==> src/hw/rtl/svm_pkg.sv <==
`default_nettype none

package svm_pkg;

    // Memory and pointer geometry.
    localparam int MEM_WORDS = 4096;
    localparam int MEM_AW    = $clog2(MEM_WORDS);
    localparam int BYTE_AW   = MEM_AW + 3;
    localparam int PC_BITS   = 16;
    localparam int PTR_W     = 16;
    localparam int WORD_W    = 64;

    // Configuration port.
    localparam int CFG_IDX_W  = 1;
    localparam int CFG_DATA_W = 16;
    localparam logic [CFG_IDX_W-1:0] CFG_ENTRY     = 1'd0;
    localparam logic [CFG_IDX_W-1:0] CFG_STACK_TOP = 1'd1;
    localparam logic [CFG_DATA_W-1:0] ENTRY_RST     = 16'h0000;
    localparam logic [CFG_DATA_W-1:0] STACK_TOP_RST = 16'h8000;

    // Command codes.
    localparam logic [1:0] CMD_START  = 2'd0;
    localparam logic [1:0] CMD_EXEC   = 2'd1;
    localparam logic [1:0] CMD_HWRITE = 2'd2;
    localparam logic [1:0] CMD_HREAD  = 2'd3;

    // Fault codes.
    localparam logic [1:0] FAULT_NONE = 2'd0;
    localparam logic [1:0] FAULT_EXIT = 2'd1;
    localparam logic [1:0] FAULT_OP   = 2'd2;
    localparam logic [1:0] FAULT_ADDR = 2'd3;

    // Opcodes.
    localparam logic [5:0] OP_IMM  = 6'd0;
    localparam logic [5:0] OP_LEA  = 6'd1;
    localparam logic [5:0] OP_JMP  = 6'd2;
    localparam logic [5:0] OP_JZ   = 6'd3;
    localparam logic [5:0] OP_JNZ  = 6'd4;
    localparam logic [5:0] OP_CALL = 6'd5;
    localparam logic [5:0] OP_NVAR = 6'd6;
    localparam logic [5:0] OP_DARG = 6'd7;
    localparam logic [5:0] OP_RET  = 6'd8;
    localparam logic [5:0] OP_LI   = 6'd9;
    localparam logic [5:0] OP_LC   = 6'd10;
    localparam logic [5:0] OP_SI   = 6'd11;
    localparam logic [5:0] OP_SC   = 6'd12;
    localparam logic [5:0] OP_PUSH = 6'd13;
    localparam logic [5:0] OP_OR   = 6'd14;
    localparam logic [5:0] OP_XOR  = 6'd15;
    localparam logic [5:0] OP_AND  = 6'd16;
    localparam logic [5:0] OP_EQ   = 6'd17;
    localparam logic [5:0] OP_NE   = 6'd18;
    localparam logic [5:0] OP_LT   = 6'd19;
    localparam logic [5:0] OP_GT   = 6'd20;
    localparam logic [5:0] OP_LE   = 6'd21;
    localparam logic [5:0] OP_GE   = 6'd22;
    localparam logic [5:0] OP_SHL  = 6'd23;
    localparam logic [5:0] OP_SHR  = 6'd24;
    localparam logic [5:0] OP_ADD  = 6'd25;
    localparam logic [5:0] OP_SUB  = 6'd26;
    localparam logic [5:0] OP_MUL  = 6'd27;
    localparam logic [5:0] OP_DIV  = 6'd28;
    localparam logic [5:0] OP_MOD  = 6'd29;
    localparam logic [5:0] OP_EXIT = 6'd38;

    // Payload of one input transaction.
    typedef struct packed {
        logic [1:0]         cmd;
        logic [5:0]         opcode;
        logic signed [63:0] operand;
        logic [11:0]        host_address;
        logic signed [63:0] host_data;
    } t_in_item;

    // Payload of one output transaction.
    typedef struct packed {
        logic [15:0]        next_pc;
        logic signed [63:0] acc_value;
        logic signed [63:0] read_data;
        logic               halted;
        logic [1:0]         fault_code;
        logic signed [63:0] exit_value;
    } t_out_item;

    // Instruction classes as the controller sequences them.
    typedef enum logic [3:0] {
        K_SIMPLE, K_PUSH, K_RET, K_LI, K_LC, K_SI, K_SC,
        K_EXIT, K_ALU, K_MULDIV, K_BAD
    } t_class;

    typedef enum logic [2:0] {
        A_HOST, A_SP_DEC, A_SP, A_BP, A_BP8, A_ACC, A_RDATA, A_TMP
    } t_addr_sel;

    typedef enum logic [1:0] {W_HOST, W_PUSH, W_ACC, W_BYTE} t_wdata_sel;

    typedef enum logic [2:0] {
        CM_NONE, CM_START, CM_EXEC, CM_FAULT_OP, CM_FAULT_ADDR
    } t_commit;

    typedef enum logic [1:0] {MD_MUL, MD_DIV, MD_REM} t_md_op;

    // Controller to datapath commands.
    typedef struct packed {
        logic       latch;
        logic       mem_rd;
        logic       mem_wr;
        t_addr_sel  addr_sel;
        t_wdata_sel wdata_sel;
        logic       save_tmp;
        logic       save_rd;
        logic       md_start;
        t_commit    commit;
    } t_dp_cmd;

    // Datapath to controller status.
    typedef struct packed {
        logic [1:0] cmd;
        t_class     op_class;
        logic       halted;
        logic       host_ok;
        logic       bad_pre;
        logic       bad_ptr;
        logic       md_done;
    } t_dp_status;

    // Maps an opcode to its sequencing class.
    function automatic t_class decode_class(logic [5:0] op);
        t_class k;
        priority if (op <= OP_JNZ || op == OP_DARG) k = K_SIMPLE;
        else if (op == OP_CALL || op == OP_NVAR || op == OP_PUSH) k = K_PUSH;
        else if (op == OP_RET) k = K_RET;
        else if (op == OP_LI) k = K_LI;
        else if (op == OP_LC) k = K_LC;
        else if (op == OP_SI) k = K_SI;
        else if (op == OP_SC) k = K_SC;
        else if (op == OP_MUL || op == OP_DIV || op == OP_MOD) k = K_MULDIV;
        else if (op >= OP_OR && op <= OP_SUB) k = K_ALU;
        else if (op == OP_EXIT) k = K_EXIT;
        else k = K_BAD;
        return k;
    endfunction

    // Aligned word address inside the memory.
    function automatic logic word_ok(logic [63:0] a);
        return (a[2:0] == 3'd0) && ((a >> BYTE_AW) == 64'd0);
    endfunction

    // Byte address inside the memory.
    function automatic logic byte_ok(logic [63:0] a);
        return (a >> BYTE_AW) == 64'd0;
    endfunction

endpackage

`default_nettype wire

==> src/hw/rtl/svm_ctrl.sv <==
`default_nettype none

// Sequencer: steps each transaction through issue, memory reads, the
// multiply/divide wait, and the output handshake.
module svm_ctrl (
    input  wire logic                i_clk,
    input  wire logic                i_rst_n,
    input  wire logic                i_in_valid,
    output logic                     o_in_stall,
    output logic                     o_out_valid,
    input  wire logic                i_out_stall,
    input  wire svm_pkg::t_dp_status i_status,
    output svm_pkg::t_dp_cmd         o_cmd
);

    typedef enum logic [2:0] {S_IDLE, S_ISSUE, S_RD1, S_RD2, S_MD, S_OUT} t_state;

    t_state r_state;
    t_state n_state;
    logic   r_in_stall;
    logic   r_out_valid;

    // Next state and datapath commands.
    always_comb begin
        n_state = r_state;
        o_cmd   = '{latch: 1'b0, mem_rd: 1'b0, mem_wr: 1'b0,
                    addr_sel: svm_pkg::A_SP, wdata_sel: svm_pkg::W_ACC,
                    save_tmp: 1'b0, save_rd: 1'b0, md_start: 1'b0,
                    commit: svm_pkg::CM_NONE};
        unique case (r_state)
            S_IDLE: begin
                if (i_in_valid) begin
                    o_cmd.latch = 1'b1;
                    n_state     = S_ISSUE;
                end
            end
            S_ISSUE: begin
                n_state = S_OUT;
                unique case (i_status.cmd)
                    svm_pkg::CMD_START: o_cmd.commit = svm_pkg::CM_START;
                    svm_pkg::CMD_HWRITE: begin
                        o_cmd.mem_wr    = i_status.host_ok;
                        o_cmd.addr_sel  = svm_pkg::A_HOST;
                        o_cmd.wdata_sel = svm_pkg::W_HOST;
                    end
                    svm_pkg::CMD_HREAD: begin
                        o_cmd.addr_sel = svm_pkg::A_HOST;
                        if (i_status.host_ok) begin
                            o_cmd.mem_rd = 1'b1;
                            n_state      = S_RD1;
                        end
                    end
                    default: begin
                        if (!i_status.halted) begin
                            unique case (i_status.op_class)
                                svm_pkg::K_SIMPLE: o_cmd.commit = svm_pkg::CM_EXEC;
                                svm_pkg::K_BAD: o_cmd.commit = svm_pkg::CM_FAULT_OP;
                                svm_pkg::K_PUSH: begin
                                    if (i_status.bad_pre) begin
                                        o_cmd.commit = svm_pkg::CM_FAULT_ADDR;
                                    end else begin
                                        o_cmd.mem_wr    = 1'b1;
                                        o_cmd.addr_sel  = svm_pkg::A_SP_DEC;
                                        o_cmd.wdata_sel = svm_pkg::W_PUSH;
                                        o_cmd.commit    = svm_pkg::CM_EXEC;
                                    end
                                end
                                default: begin
                                    if (i_status.bad_pre) begin
                                        o_cmd.commit = svm_pkg::CM_FAULT_ADDR;
                                    end else begin
                                        o_cmd.mem_rd = 1'b1;
                                        n_state      = S_RD1;
                                        if (i_status.op_class == svm_pkg::K_RET) begin
                                            o_cmd.addr_sel = svm_pkg::A_BP;
                                        end else if (i_status.op_class == svm_pkg::K_LI ||
                                                     i_status.op_class == svm_pkg::K_LC) begin
                                            o_cmd.addr_sel = svm_pkg::A_ACC;
                                        end else begin
                                            o_cmd.addr_sel = svm_pkg::A_SP;
                                        end
                                    end
                                end
                            endcase
                        end
                    end
                endcase
            end
            S_RD1: begin
                n_state = S_OUT;
                if (i_status.cmd == svm_pkg::CMD_HREAD) begin
                    o_cmd.save_rd = 1'b1;
                end else begin
                    unique case (i_status.op_class)
                        svm_pkg::K_RET: begin
                            o_cmd.save_tmp = 1'b1;
                            o_cmd.mem_rd   = 1'b1;
                            o_cmd.addr_sel = svm_pkg::A_BP8;
                            n_state        = S_RD2;
                        end
                        svm_pkg::K_MULDIV: begin
                            o_cmd.md_start = 1'b1;
                            n_state        = S_MD;
                        end
                        svm_pkg::K_SI: begin
                            if (i_status.bad_ptr) begin
                                o_cmd.commit = svm_pkg::CM_FAULT_ADDR;
                            end else begin
                                o_cmd.mem_wr    = 1'b1;
                                o_cmd.addr_sel  = svm_pkg::A_RDATA;
                                o_cmd.wdata_sel = svm_pkg::W_ACC;
                                o_cmd.commit    = svm_pkg::CM_EXEC;
                            end
                        end
                        svm_pkg::K_SC: begin
                            if (i_status.bad_ptr) begin
                                o_cmd.commit = svm_pkg::CM_FAULT_ADDR;
                            end else begin
                                o_cmd.save_tmp = 1'b1;
                                o_cmd.mem_rd   = 1'b1;
                                o_cmd.addr_sel = svm_pkg::A_RDATA;
                                n_state        = S_RD2;
                            end
                        end
                        default: o_cmd.commit = svm_pkg::CM_EXEC;
                    endcase
                end
            end
            S_RD2: begin
                n_state      = S_OUT;
                o_cmd.commit = svm_pkg::CM_EXEC;
                if (i_status.op_class == svm_pkg::K_SC) begin
                    o_cmd.mem_wr    = 1'b1;
                    o_cmd.addr_sel  = svm_pkg::A_TMP;
                    o_cmd.wdata_sel = svm_pkg::W_BYTE;
                end
            end
            S_MD: begin
                if (i_status.md_done) begin
                    o_cmd.commit = svm_pkg::CM_EXEC;
                    n_state      = S_OUT;
                end
            end
            default: begin
                if (!i_out_stall) begin
                    n_state = S_IDLE;
                end
            end
        endcase
    end

    // State and handshake registers.
    always_ff @(posedge i_clk) begin
        if (!i_rst_n) begin
            r_state     <= S_IDLE;
            r_in_stall  <= 1'b0;
            r_out_valid <= 1'b0;
        end else begin
            r_state     <= n_state;
            r_in_stall  <= (n_state != S_IDLE);
            r_out_valid <= (n_state == S_OUT);
        end
    end

    assign o_in_stall  = r_in_stall;
    assign o_out_valid = r_out_valid;

`ifndef SYNTHESIS
    a_one_side_open: assert property (@(posedge i_clk) disable iff (!i_rst_n)
        !(o_out_valid && !o_in_stall))
        else $error("input open while a result is pending");
    a_accept_closes_input: assert property (@(posedge i_clk) disable iff (!i_rst_n)
        (i_in_valid && !o_in_stall) |=> (o_in_stall && !o_out_valid))
        else $error("input not closed after an accepted transaction");
    a_single_port: assert property (@(posedge i_clk) disable iff (!i_rst_n)
        !(o_cmd.mem_rd && o_cmd.mem_wr))
        else $error("memory read and write in the same cycle");
`endif

endmodule

`default_nettype wire

==> config.mk <==
export PLATFORM = sky130hd
export DESIGN_NAME = svm_ctrl
export DESIGN_NICKNAME = d
export VERILOG_FILES = /design/src/hw/rtl/svm_pkg.sv /design/src/hw/rtl/svm_ctrl.sv
export SDC_FILE = /design/constraint.sdc
export NUM_CORES = 1
export LEC_CHECK = 0
export BUFFER_PORTS_ARGS = -buffer_cell sky130_fd_sc_hd__buf_2
export CORE_MARGIN = 2
export CORE_UTILIZATION = 52
export DETAILED_ROUTE_END_ITERATION = 8
export PLACE_DENSITY = 0.84
export SLEW_MARGIN = 20
export SYNTH_ARGS = -nofsm -noshare
export SYNTH_HDL_FRONTEND = slang
export SYNTH_SLANG_ARGS = --single-unit
==> constraint.sdc <==
create_clock -name i_clk -period 4.4 [get_ports i_clk]
set_input_delay 0.22 -clock i_clk [delete_from_list [all_inputs] [get_ports i_clk]]
set_output_delay 0.22 -clock i_clk [all_outputs]
set_load 0.02 [all_outputs]
======== Word level (Yosys, flattened, before mapping) ========
Cells that the tools add are included.
cells by class
  mux-type cells .......................... 54
  equal/unequal tests ..................... 15
  reductions and logical operators ........ 11
operator list
  kind                  count
  $mux W3               19
  $pmux W3 S3           4
  $pmux W3 S2           4
  $mux W6               3
  $pmux W6 S3           1
  $pmux W3 S5           1
  $eq A4 B3 Y1 const B  3
  $pmux W3 S4           1
  $mux W1               10
  $reduce_or A2 Y1      5
  $eq A4 B2 Y1 const B  2
  $eq A4 B4 Y1 const B  2
  $mux W8               1
  $pmux W1 S2           4
  $mux W7               1
  $eq A3 B2 Y1 const B  2
  $eq A3 B3 Y1 const B  2
  $mux W2               3
  $eq A2 B2 Y1 const B  2
  $eq A4 B1 Y1 const B  1
  $logic_not A4 Y1      1
  $mux W4               1
  $pmux W2 S2           1
  $eq A3 B1 Y1 const B  1
  5 further kinds       5
word-level totals
  flip-flop bits (word level) ............. 5
  bits of input ports ..................... 15
  output and inout bits ................... 16

======== Depth between registers and ports, before layout ========
  depth after elaboration ................. 9
  depth in mapped cells ................... 7
  gate-level depth less buffers ........... 7

======== Least setup slack after synthesis ========
No wires, ideal clock.
  kind .................................... input to output
  from .................................... input i_status[9] (netlist name)
  to ...................................... output o_cmd[2] (netlist name)
  data required time ...................... 4.180 ns
  slack ................................... 2.479 ns
  buffers on the path ..................... 0
  data arrival time ....................... 1.701 ns
  stages on the path ...................... 5
  path through ............................ ha_1 -> or4b_4 -> nor4b_2 -> o21ai_1 -> a22oi_1
RTL lines
  what         RTL line        source
  from (decl)  svm_ctrl.sv:12  input wire svm_pkg::t_dp_status i_status,
  to (decl)    svm_ctrl.sv:13  output svm_pkg::t_dp_cmd o_cmd

==> flow_summary.ini <==
[hold_path]
hp-start = i_rst_n
hp-class = in2reg

[power_and_ir_drop]
leakage_uw = 0.000451
ir_drop_mv = 0.0919
p_per_area_mw_per_mm2 = 203

[grt]
grt_pass1_vias = 915
grt_pass1_wl_um = 3860
grt_max_degree = 14
grt.overflow.total = 0
groute.usage.overall_pct = 26.4
antenna_found_initial = 0

[timing]
rsz0062_at_grt = false
fin_crit_ns = 2.27
fin_crit_sh_pct = 51.6
setup_viol = 0
fin_skew_ns = 0.000980
tightestPinTransition_ns = 0.591
holdWs_ns = 0.245
maxSlewHeadroom_pct = 60.5
slew_violations = 0
hold_viol = 0
clock.fmax_mhz = 440
fin_tns_setup_ns = 0

[drt]
drtPass1Iterations = 4
drt_iter0_markers = 41
antenna_left = 0
routed_wirelength_um = 2290
route.detailed.drc = 0
vias_per_cell = 6.22
wire_per_inst_um = 14.8
vias = 964

[setup_path]
cp_max_fo = 10
slowest_delay_ns = 0.55
crit_start = r_state[0]
arrival_ns = 2.05
end_kind = output port
path_class = reg2out
path_cells = nor3b_1 > and3_1 > o21ai_1 > a22oi_1 > buf_2
cp_num_buf_inv = 1
r2r-start = r_state[2]
cp-start-kind = register
worstPathRequired_ns = 4.18
slowest_stage = nor3b_1
critPathTopFamily = simple AND/OR/NAND/NOR gates

[finish]
synthToLayoutAreaGrowth_pct = 18.4
final_nets = 160
layout_common_cells = 30 x buf_2, 11 x nor2_1, 7 x inv_1
nFillCells = 137
diodes = 0
drive_above_1_share_pct = 28.1
final_core_util_pct = 65.0
layout_commonest_cell = buf_2

[cts]
cts_setup_buffers = 0
clk_pin_slew_ns = 0.05
clock_latency_ns = 0.25
cts_buffers = 3
ctsHoldBuffers = 0
numClockSinks = 5
clk_path_buf_depth = 2
htree_levels = 1
cts_resized = 0
cts-root-buf = clkbuf_4
cts_tree = yes

[synthesis]
avgSynthCellArea_um2 = 7.27
syn_inst = 111
syn_area_um2 = 807
async_flop_share_pct = 0
synth_cell_types = 45
synth_seq_cells = 5
seq_area_frac_synth_pct = 12.4
synth_edf_count = 0
ys.flop_type = dfxtp_1
syn_nets = 131
yosysWarningCount = 0

[die]
die_x_um = 43.4
initial_utilization_pct = 54.8
io_pins = 31
row_count = 14
dieArea_mm2 = 0.00188
die_h_um = 43.4
core_area_mm2 = 0.00147

[placed_design]
port_buffers = 30
dp.final_hpwl_um = 1730
gp_congestion = 0.930

[flow_run]
max_cap_violations = 0

[run_status]
outcome = finished clean
## final cells by class
class	count	area, µm²	share of cell area (%)
Multi-Input combinational cell	92	629	65.8
Timing Repair Buffer	30	150	15.7
Sequential cell	5	100	10.5
Inverter	8	30.0	3.14
Clock buffer	4	26.3	2.75
Tap cell	16	20.0	2.09
## routing by layer
metal	global-route usage, %	wire, µm	vias up	part of all wire, %
met2	45.4	1140	43	50
met1	31.8	959	438	42
met5	0	0	-	0
li1	-	-	475	-
met3	3.75	128	8	5.6
met4	13.3	59	0	2.6
## cell families after synthesis
logic type      count (synthesis)  synth area share, %
simple gates                   56                 42.0
compound gates                 29                 25.6
buf+inv                        14                 9.61
fa+ha+maj                       5                 7.75
flops                           5                 12.4
mux                             2                 2.64
## path summary, 6_finish.rpt
path                      to  cells after the start  slack [ns]
setup / recovery    o_cmd[2]                      5        2.13
hold / removal    r_state[1]                      2        0.25
setup reg to reg  o_in_stall                      4        2.66
hold reg to reg   o_in_stall                      2        0.73
## Yosys cell counts, types with 2 or more instances
library cell	number	area, µm²
buf_4	2	15.0
o21ai_0	5	25.0
nor3b_1	5	37.5
nand4_1	3	18.8
buf_2	2	10.0
a21oi_1	3	15.0
ha_1	5	62.6
nor3_1	2	10.0
a211oi_1	2	15.0
and3_1	5	31.3
buf_6	2	22.5
nand2_1	6	22.5
inv_1	7	26.3
nor2_1	11	41.3
nand3_1	6	30.0
o31ai_1	3	22.5
dfxtp_1	5	100
o21ai_1	2	10.0
nor2b_1	5	31.3
a211o_1	2	17.5
o21a_1	2	15.0
nand2b_1	3	18.8
## through the flow
stage	total power (µW)	instances	instance area (µm²)	setup slack (ns)
6_report	194	155	956	2.13
3_3_place_gp	135	151	930	2.31
5_1_grt	207	155	956	2.02
4_1_cts	193	155	956	2.15
3_5_place_dp	137	151	930	2.23
2_1_floorplan	118	111	807	2.48
## flip-flops by register name (all words and copies together) (netlist names)
name	flops
o_out_valid	1
r_state	3
o_in_stall	1
## where the power goes
group	switching, µW	internal [µW]
Sequential	7.44	50.5
Combinational	49.0	32.1
Clock	20.8	34.4
Total	77.2	117
No activity file was read; power rests on OpenSTA's default activity.
